**config.mk**
```make
export PLATFORM = sky130hd
export DESIGN_NAME = windowed_moving_average
export DESIGN_NICKNAME = d
export VERILOG_FILES = /design/src/design/wma_pkg.sv /design/src/design/wma_ctrl.sv /design/src/design/wma_dp.sv /design/src/design/windowed_moving_average.sv
export SDC_FILE = /design/constraint.sdc
export NUM_CORES = 1
export LEC_CHECK = 0
export BUFFER_PORTS_ARGS = -buffer_cell sky130_fd_sc_hd__buf_2
export CORE_AREA = 2 2 174 176
export DETAILED_ROUTE_END_ITERATION = 10
export DIE_AREA = 0 0 176 178
export PLACE_DENSITY = 0.83
export REMOVE_ABC_BUFFERS = 1
export SLEW_MARGIN = 10
export SYNTH_ARGS = -nofsm -noshare
export SYNTH_HDL_FRONTEND = slang
export SYNTH_HIERARCHICAL = 1
export SYNTH_SLANG_ARGS = --single-unit
export TNS_END_PERCENT = 20
```
**constraint.sdc**
```tcl
create_clock -name clk -period 3.8 [get_ports clk]
set_clock_uncertainty 0.05 [all_clocks]
set_input_delay 0.38 -clock clk [delete_from_list [all_inputs] [get_ports clk]]
set_output_delay 0.38 -clock clk [all_outputs]
set_load 0.02 [all_outputs]
```
**src/design/wma_pkg.sv**
```systemverilog
// ----------------------------------------------------------------------------
// wma_pkg
// Shared widths, constants and controller/datapath interface types for the
// windowed moving average filter.
// ----------------------------------------------------------------------------
package wma_pkg;

	localparam int DEPTH       = 16;
	localparam int SAMPLE_BITS = 16;
	localparam int POS_W       = (DEPTH > 1) ? $clog2(DEPTH) : 1;
	localparam int LEN_W       = $clog2(DEPTH + 1);
	localparam int SUM_W       = SAMPLE_BITS + POS_W;
	localparam int CNT_W       = $clog2(SUM_W);
	localparam int VALUE_W     = 16;
	localparam int CFG_W       = 5;

	localparam logic [CFG_W-1:0] WLEN_RESET = CFG_W'(16);

	typedef logic [SAMPLE_BITS-1:0] sample_t;
	typedef logic [SUM_W-1:0]       sum_t;
	typedef logic [LEN_W-1:0]       len_t;
	typedef logic [POS_W-1:0]       pos_t;

	// controller -> datapath
	typedef struct packed {
		logic capture;
		logic update;
		logic div_step;
		logic out_load;
	} wma_cmd_t;

	// datapath -> controller
	typedef struct packed {
		logic filling;
	} wma_stat_t;

	// Clamp a written window length into 1 .. DEPTH.
	function automatic len_t wma_eff_len(input logic [CFG_W-1:0] wlen);
		len_t len;
		if (wlen == '0) begin
			len = len_t'(1);
		end else if (32'(wlen) > DEPTH) begin
			len = len_t'(DEPTH);
		end else begin
			len = len_t'(wlen);
		end
		return len;
	endfunction

endpackage

```
**src/design/wma_ctrl.sv**
```systemverilog
// ----------------------------------------------------------------------------
// wma_ctrl
// Sequencer: accepts a sample, steps the datapath through ring read, sum
// update and restoring division, and owns the output valid flag.
// ----------------------------------------------------------------------------
module wma_ctrl
	import wma_pkg::*;
(
	input  logic      clk,
	input  logic      arst_n,
	input  logic      in_valid,
	output logic      in_ready,
	output logic      out_valid,
	input  logic      out_ready,
	input  wma_stat_t stat,
	output wma_cmd_t  cmd
);

	typedef enum logic [2:0] {
		ST_IDLE,
		ST_UPDATE,
		ST_DIV,
		ST_OUT
	} state_t;

	state_t             state_q;
	logic [CNT_W-1:0]   cnt_q;
	logic               out_valid_q;
	logic               slot_free;

	assign slot_free = !out_valid_q || out_ready;
	assign in_ready  = (state_q == ST_IDLE);
	assign out_valid = out_valid_q;

	always_comb begin
		cmd          = '0;
		cmd.capture  = (state_q == ST_IDLE) && in_valid;
		cmd.update   = (state_q == ST_UPDATE);
		cmd.div_step = (state_q == ST_DIV);
		cmd.out_load = (state_q == ST_OUT) && slot_free;
	end

	always_ff @(posedge clk or negedge arst_n) begin
		if (!arst_n) begin
			state_q     <= ST_IDLE;
			cnt_q       <= '0;
			out_valid_q <= 1'b0;
		end else begin
			if (cmd.out_load) begin
				out_valid_q <= 1'b1;
			end else if (out_valid_q && out_ready) begin
				out_valid_q <= 1'b0;
			end
			unique case (state_q)
				ST_IDLE: begin
					if (in_valid) begin
						state_q <= ST_UPDATE;
					end
				end
				ST_UPDATE: begin
					cnt_q   <= '0;
					state_q <= stat.filling ? ST_OUT : ST_DIV;
				end
				ST_DIV: begin
					cnt_q <= cnt_q + CNT_W'(1);
					if (cnt_q == CNT_W'(SUM_W - 1)) begin
						state_q <= ST_OUT;
					end
				end
				ST_OUT: begin
					if (slot_free) begin
						state_q <= ST_IDLE;
					end
				end
				default: state_q <= ST_IDLE;
			endcase
		end
	end

	a_div_cnt_bound: assert property (@(posedge clk) disable iff (!arst_n)
		(state_q == ST_DIV) |-> (cnt_q < CNT_W'(SUM_W)))
		else $error("divider step count out of range");

	a_no_overwrite: assert property (@(posedge clk) disable iff (!arst_n)
		(out_valid_q && !out_ready) |=> out_valid_q)
		else $error("pending result dropped");

	a_div_len: assert property (@(posedge clk) disable iff (!arst_n)
		(state_q == ST_DIV && cnt_q == CNT_W'(SUM_W - 1)) |=> (state_q == ST_OUT))
		else $error("division did not finish after full step count");

endmodule

```
**src/design/wma_dp.sv**
```systemverilog
// ----------------------------------------------------------------------------
// wma_dp
// Datapath: sample ring, running sum, fill count, write position, window
// length register, bit-serial restoring divider and result register.
// ----------------------------------------------------------------------------
module wma_dp
	import wma_pkg::*;
(
	input  logic               clk,
	input  logic               arst_n,
	input  sample_t            in_sample,
	input  logic               cfg_we,
	input  logic [CFG_W-1:0]   cfg_wdata,
	input  wma_cmd_t           cmd,
	output wma_stat_t          stat,
	output logic [VALUE_W-1:0] res_value,
	output logic               res_status
);

	sample_t ring [DEPTH];

	len_t    len_q;
	len_t    fill_q;
	pos_t    wp_q;
	sum_t    sum_q;
	sample_t sample_q;
	sample_t old_q;
	logic    fill_path_q;
	sum_t    dvd_q;
	len_t    rem_q;
	logic [VALUE_W-1:0] value_q;
	logic    status_q;

	logic         filling;
	sum_t         sum_fill;
	sum_t         sum_full;
	logic [LEN_W:0] trial;
	logic         take;
	logic [LEN_W:0] wp_inc;

	assign filling  = (fill_q < len_q);
	assign sum_fill = sum_q + sum_t'(sample_q);
	assign sum_full = sum_q - sum_t'(old_q) + sum_t'(sample_q);
	assign trial    = {rem_q, dvd_q[SUM_W-1]};
	assign take     = (trial >= {1'b0, len_q});
	assign wp_inc   = (LEN_W+1)'(wp_q) + (LEN_W+1)'(1);

	assign stat.filling = filling;
	assign res_value    = value_q;
	assign res_status   = status_q;

	always_ff @(posedge clk) begin
		if (cmd.capture) begin
			sample_q <= in_sample;
			old_q    <= ring[wp_q];
		end
		if (cmd.update) begin
			ring[wp_q] <= sample_q;
		end
	end

	always_ff @(posedge clk or negedge arst_n) begin
		if (!arst_n) begin
			len_q  <= wma_eff_len(WLEN_RESET);
			fill_q <= '0;
			wp_q   <= '0;
			sum_q  <= '0;
		end else if (cfg_we) begin
			len_q  <= wma_eff_len(cfg_wdata);
			fill_q <= '0;
			wp_q   <= '0;
			sum_q  <= '0;
		end else if (cmd.update) begin
			if (filling) begin
				fill_q <= fill_q + len_t'(1);
				sum_q  <= sum_fill;
			end else begin
				sum_q  <= sum_full;
			end
			if (wp_inc >= {1'b0, len_q}) begin
				wp_q <= '0;
			end else begin
				wp_q <= wp_q + pos_t'(1);
			end
		end
	end

	always_ff @(posedge clk) begin
		if (cmd.update) begin
			fill_path_q <= filling;
			dvd_q       <= sum_full;
			rem_q       <= '0;
		end else if (cmd.div_step) begin
			dvd_q <= {dvd_q[SUM_W-2:0], take};
			rem_q <= take ? len_t'(trial - {1'b0, len_q}) : len_t'(trial);
		end
		if (cmd.out_load) begin
			value_q  <= fill_path_q ? VALUE_W'(sample_q) : dvd_q[VALUE_W-1:0];
			status_q <= !fill_path_q;
		end
	end

	a_fill_bound: assert property (@(posedge clk) disable iff (!arst_n)
		fill_q <= len_q)
		else $error("fill count beyond window length");

	a_wp_bound: assert property (@(posedge clk) disable iff (!arst_n)
		(len_t'(wp_q) < len_q) || (len_q == len_t'(DEPTH) && wp_q <= pos_t'(DEPTH - 1)))
		else $error("write position outside window");

	a_full_stays: assert property (@(posedge clk) disable iff (!arst_n)
		(cmd.update && !filling && !cfg_we) |=> (fill_q == len_q))
		else $error("full window lost its fill count");

endmodule

```
**src/design/windowed_moving_average.sv**
```systemverilog
// ----------------------------------------------------------------------------
// windowed_moving_average
// Boxcar moving average over the last window_len unsigned samples.
// ----------------------------------------------------------------------------
// One sample in, one result out. While the window fills, the raw sample is
// returned with tuser 0; once full, the truncated mean of the last window_len
// samples is returned with tuser 1. A sample goes through capture and ring read,
// ring write/sum update, 20 steps of the one-bit-per-cycle divider (only once
// the window is full) and result load; the divider sets the rate.
// A result waiting in the output register does not block the next sample.
// Writing window_len (clamped to 1..16) restarts the window; write it only
// while the block is idle.
module windowed_moving_average
	import wma_pkg::*;
(
	input  logic                 clk,
	input  logic                 arst_n,
	input  logic                 s_axis_tvalid,
	output logic                 s_axis_tready,
	input  logic [15:0]          s_axis_tdata,   // [15:0] sample
	output logic                 m_axis_tvalid,
	input  logic                 m_axis_tready,
	output logic [VALUE_W-1:0]   m_axis_tdata,   // [15:0] value
	output logic                 m_axis_tuser,   // [0] status
	input  logic                 cfg_valid,
	output logic                 cfg_ready,
	input  logic [CFG_W-1:0]     cfg_data        // window_len
);

	wma_cmd_t  cmd;
	wma_stat_t stat;

	assign cfg_ready = 1'b1;

	wma_ctrl u_ctrl (
		.clk       (clk),
		.arst_n    (arst_n),
		.in_valid  (s_axis_tvalid),
		.in_ready  (s_axis_tready),
		.out_valid (m_axis_tvalid),
		.out_ready (m_axis_tready),
		.stat      (stat),
		.cmd       (cmd)
	);

	wma_dp u_dp (
		.clk        (clk),
		.arst_n     (arst_n),
		.in_sample  (sample_t'(s_axis_tdata)),
		.cfg_we     (cfg_valid && cfg_ready),
		.cfg_wdata  (cfg_data),
		.cmd        (cmd),
		.stat       (stat),
		.res_value  (m_axis_tdata),
		.res_status (m_axis_tuser)
	);

endmodule

```
==> flow_summary_export.csv <==
group,metric,value,unit
worst_setup_path,crit_type,"flop to flop",
cells_and_area,syn2layout_area_growth,12.6,%
drt,routed-via-count,10600,
synthesis,avgSynthCellArea,15.1,sq um
timing,timing.fmax,288,MHz
synthesis,yosys_warnings,6,
placed_design,hpwl,27200,um
cts,cts_made_buffers,38,
synthesis,synthMuxAreaShare,0.124,
synthesis,synth_top_area_cell,"edfxtp_1",
synthesis,yosys.area_share.simple,0.0596,
synthesis,netlist_top_cells_area,"edfxtp_1 56%, mux4_2 10%, dfrtp_1 5.9%",
drt,drc,0,
worst_setup_path,rr_worst_depth,11,
cells_and_area,final_nets,1350,
die,core-area,0.0294,sq mm
cells_and_area,num_antenna_cells,0,
worst_setup_path,endpoint_kind,"flop",
worst_setup_path,worst_ep_arrival_time,3720,ps
hold_path,min_path_type,"input pin to asynchronous set/reset pin",
placed_design,dp_slack,391,ps
die,rows,63,
drt,postRouteAntennaNets,0,
die,fp.dieW,176,um
cells_and_area,fin_area,0.0197,sq mm
timing,finalHoldViolations,2,
pwr,power_density,762,mW/mm^2
synthesis,ys.flop_type,"edfxtp_1",
status,status,"finished with violations",
synthesis,synth-seq-cells,373,
cts,path_clk_slew,60,ps
synthesis,netlist_instances,1154,
grt,globalRouteOverflowTotal,0,
synthesis,synth-seq-area-share,0.627,
timing,maxSlewViolCount,0,
drt,dr.pass1.iters,5,
synthesis,synth_top_area_frac,0.561,
timing,finalSetupViolCount,0,
synthesis,synth.cell_area,0.0175,sq mm
pwr,p_leak,7.14,nW
placed_design,post_dp_cell_area,0.0183,sq mm
pwr,ir_drop,488,uV
timing,final.min_clock_period,3470,ps
timing,fin_tns_setup,0,ps
flow_run,cap_violations,0,
timing,hold_ws,-5.02,ps
cells_and_area,utilization,0.669,
die,pin_count,46,
synthesis,synthXorXnorAreaFrac,0.0141,
die,die_height,178,um
timing,worstMarginPinSlew,1100,ps
cts,htreeDepth,2,
timing,grt_setup_unrepaired,"no",
grt,grt_pass1_wl,63200,um
synthesis,synth-compound-area-share,0.0761,
drt,via_per_inst,6.39,
placed_design,port_buffers,44,
cts,cts_max_path_buffers,3,
synthesis,async_flop_share,0.113,
drt,wl,41400,um
worst_setup_path,critPathLaunchType,"flop",
status,violations,"hold timing",
timing,post-route-period-util,0.914,
timing,setup_slack,327,ps
grt,grt_pass1_vias,10700,
timing,slew_headroom,0.270,
cts,cts_tree,"built",
cts,root_buffer,"clkbuf_16",
synthesis,synth_edf_count,326,
drt,routedWlPerCell,24.9,um
grt,grt_usage,0.271,
cts,cts_setup_buffers,0,
synthesis,synth_top_family_by_area,"multiplexers",
synthesis,synthAdderAreaFrac,0.0651,
synthesis,yosysUniqueCellTypes,75,
cts,cts_resized,0,
grt,grt_max_degree,66,
cts,worstSkewPairLatency,550,ps
drt,drt_first_iter_violations,1253,
cts,cts_sinks,373,
grt,antenna_found_initial,1,
die,start_util,0.594,
die,dieArea,0.0313,sq mm
worst_setup_path,cp.required,4040,ps
worst_setup_path,crit_fanout,4,
cells_and_area,layout-drive-gt1-share,0.211,
placed_design,gp_congestion,0.908,
-- routing by layer --
layer | up-vias | GRT usage | share of wire
li1 | 4584 | - | -
met1 | 5383 | 0.374 | 0.40
met2 | 549 | 0.453 | 0.49
met3 | 101 | 0.0371 | 0.071
met4 | 2 | 0.0871 | 0.032
met5 | - | 0 | 0.00031
-- final timing paths --
path,startpoint,endpoint,slack (ps)
min,arst_n,u_ctrl/cnt_q[4]$_DFFE_PN0P_,-5
min reg2reg,u_dp/rem_q[2]$_SDFFE_PP0P_,u_dp/rem_q[2]$_SDFFE_PP0P_,460
max reg2reg,u_dp/sum_q[1]$_DFFE_PN0P_,u_dp/dvd_q[19]$_DFFE_PP_,330
min in group clk,s_axis_tdata[8],u_dp/sample_q[8]$_DFFE_PP_,30
max in group asynchronous,arst_n,u_dp/wp_q[0]$_DFFE_PN0P_,2920
max,u_dp/sum_q[1]$_DFFE_PN0P_,u_dp/dvd_q[19]$_DFFE_PP_,330
-- where the power goes --
group,switching (mW),internal (mW)
Clock,1.57,2.07
Combinational,3.51,2.28
Sequential,0.316,5.24
-- metrics by stage --
step / cells / power [mW]
after floorplan: 1107 / 9.67
after global placement: 1582 / 11.1
after detailed placement: 1582 / 11.3
after CTS: 1662 / 15.0
after global routing: 1662 / 15.7
final: 1662 / 15.0
-- placed cells by master (no fill, tap or decap), types with 15 or more instances in the layout --
master     synthesis  final
edfxtp_1         326    326
ha_1              62     61
a211oi_1          17     17
mux2_2            23     23
fa_1              18     18
o21ai_0           44     44
buf_4              2     40
inv_1            107    107
dfrtp_1           41     39
nand2_1           56     56
buf_2              5     44
xor2_1            15     15
a21oi_1           35     35
nand3_1           28     28
clkbuf_16          0     38
mux4_2            80     80
nor2_1            62     56
-- area by class of cell --
| type | count | area, sq um |
|---|---|---|
| Clock buffer | 48 | 988 |
| Clock inverter | 20 | 214 |
| Fill cell | 1956 | 9740 |
| Inverter | 109 | 409 |
| Multi-Input combinational cell | 625 | 5950 |
| Sequential cell | 373 | 10900 |
| Tap cell | 390 | 488 |
| Timing Repair Buffer | 97 | 661 |
-- state kept, by name, indices dropped and copies added (netlist names), 16 cells and up --
register / count
u_dp/dvd_q: 20
u_dp/old_q: 16
u_dp/sample_q: 16
u_dp/res_value: 16
u_dp/ring: 256
u_dp/sum_q: 20
-- Yosys cell counts, drive strengths merged (3+ instances only) --
master	instances
xor2	15
and2	5
nand2b	12
o211ai	5
a211oi	18
nand2	56
nor2b	9
clkbuf	33
o221ai	3
a21o	13
a211o	5
inv	108
a221oi	3
a22oi	3
a21oi	35
mux2i	10
buf	14
o211a	3
a2111oi	4
a31oi	6
or3	4
xnor2	13
nand3	28
o31ai	5
mux4	80
o21a	7
mux2	23
dfxtp	5
edfxtp	326
nand3b	3
a21boi	4
nand4	3
dfrtp	41
a311oi	7
nor2	63
o2111ai	4
o22ai	3
fa	18
or4	3
nor3	15
nor4	3
o21ai	47
ha	62
-- repair_timing --
item,4_1_cts,5_1_grt
hold buffers,12,0
endpoints found under the setup margin,0,0
hold endpoints to repair,12,0
-- cell families after synthesis --
family,count (synthesis)
xor+xnor,28
flops,373
other cells,1
simple gates,213
mux,113
compound gates,190
buf+inv,156
fa+ha+maj,80
-- critical path, stage by stage (launching register included) --
cell and delay (ps):
dfrtp_1 380, inv_1 100, fa_1 610, inv_1 60
ha_1 300, a211oi_1 80, nor2_1 350, o21ai_1 200
o31a_1 390, o41ai_2 320, xnor2_1 130, mux2_2 270
No activity file was read; power rests on OpenSTA's default activity.
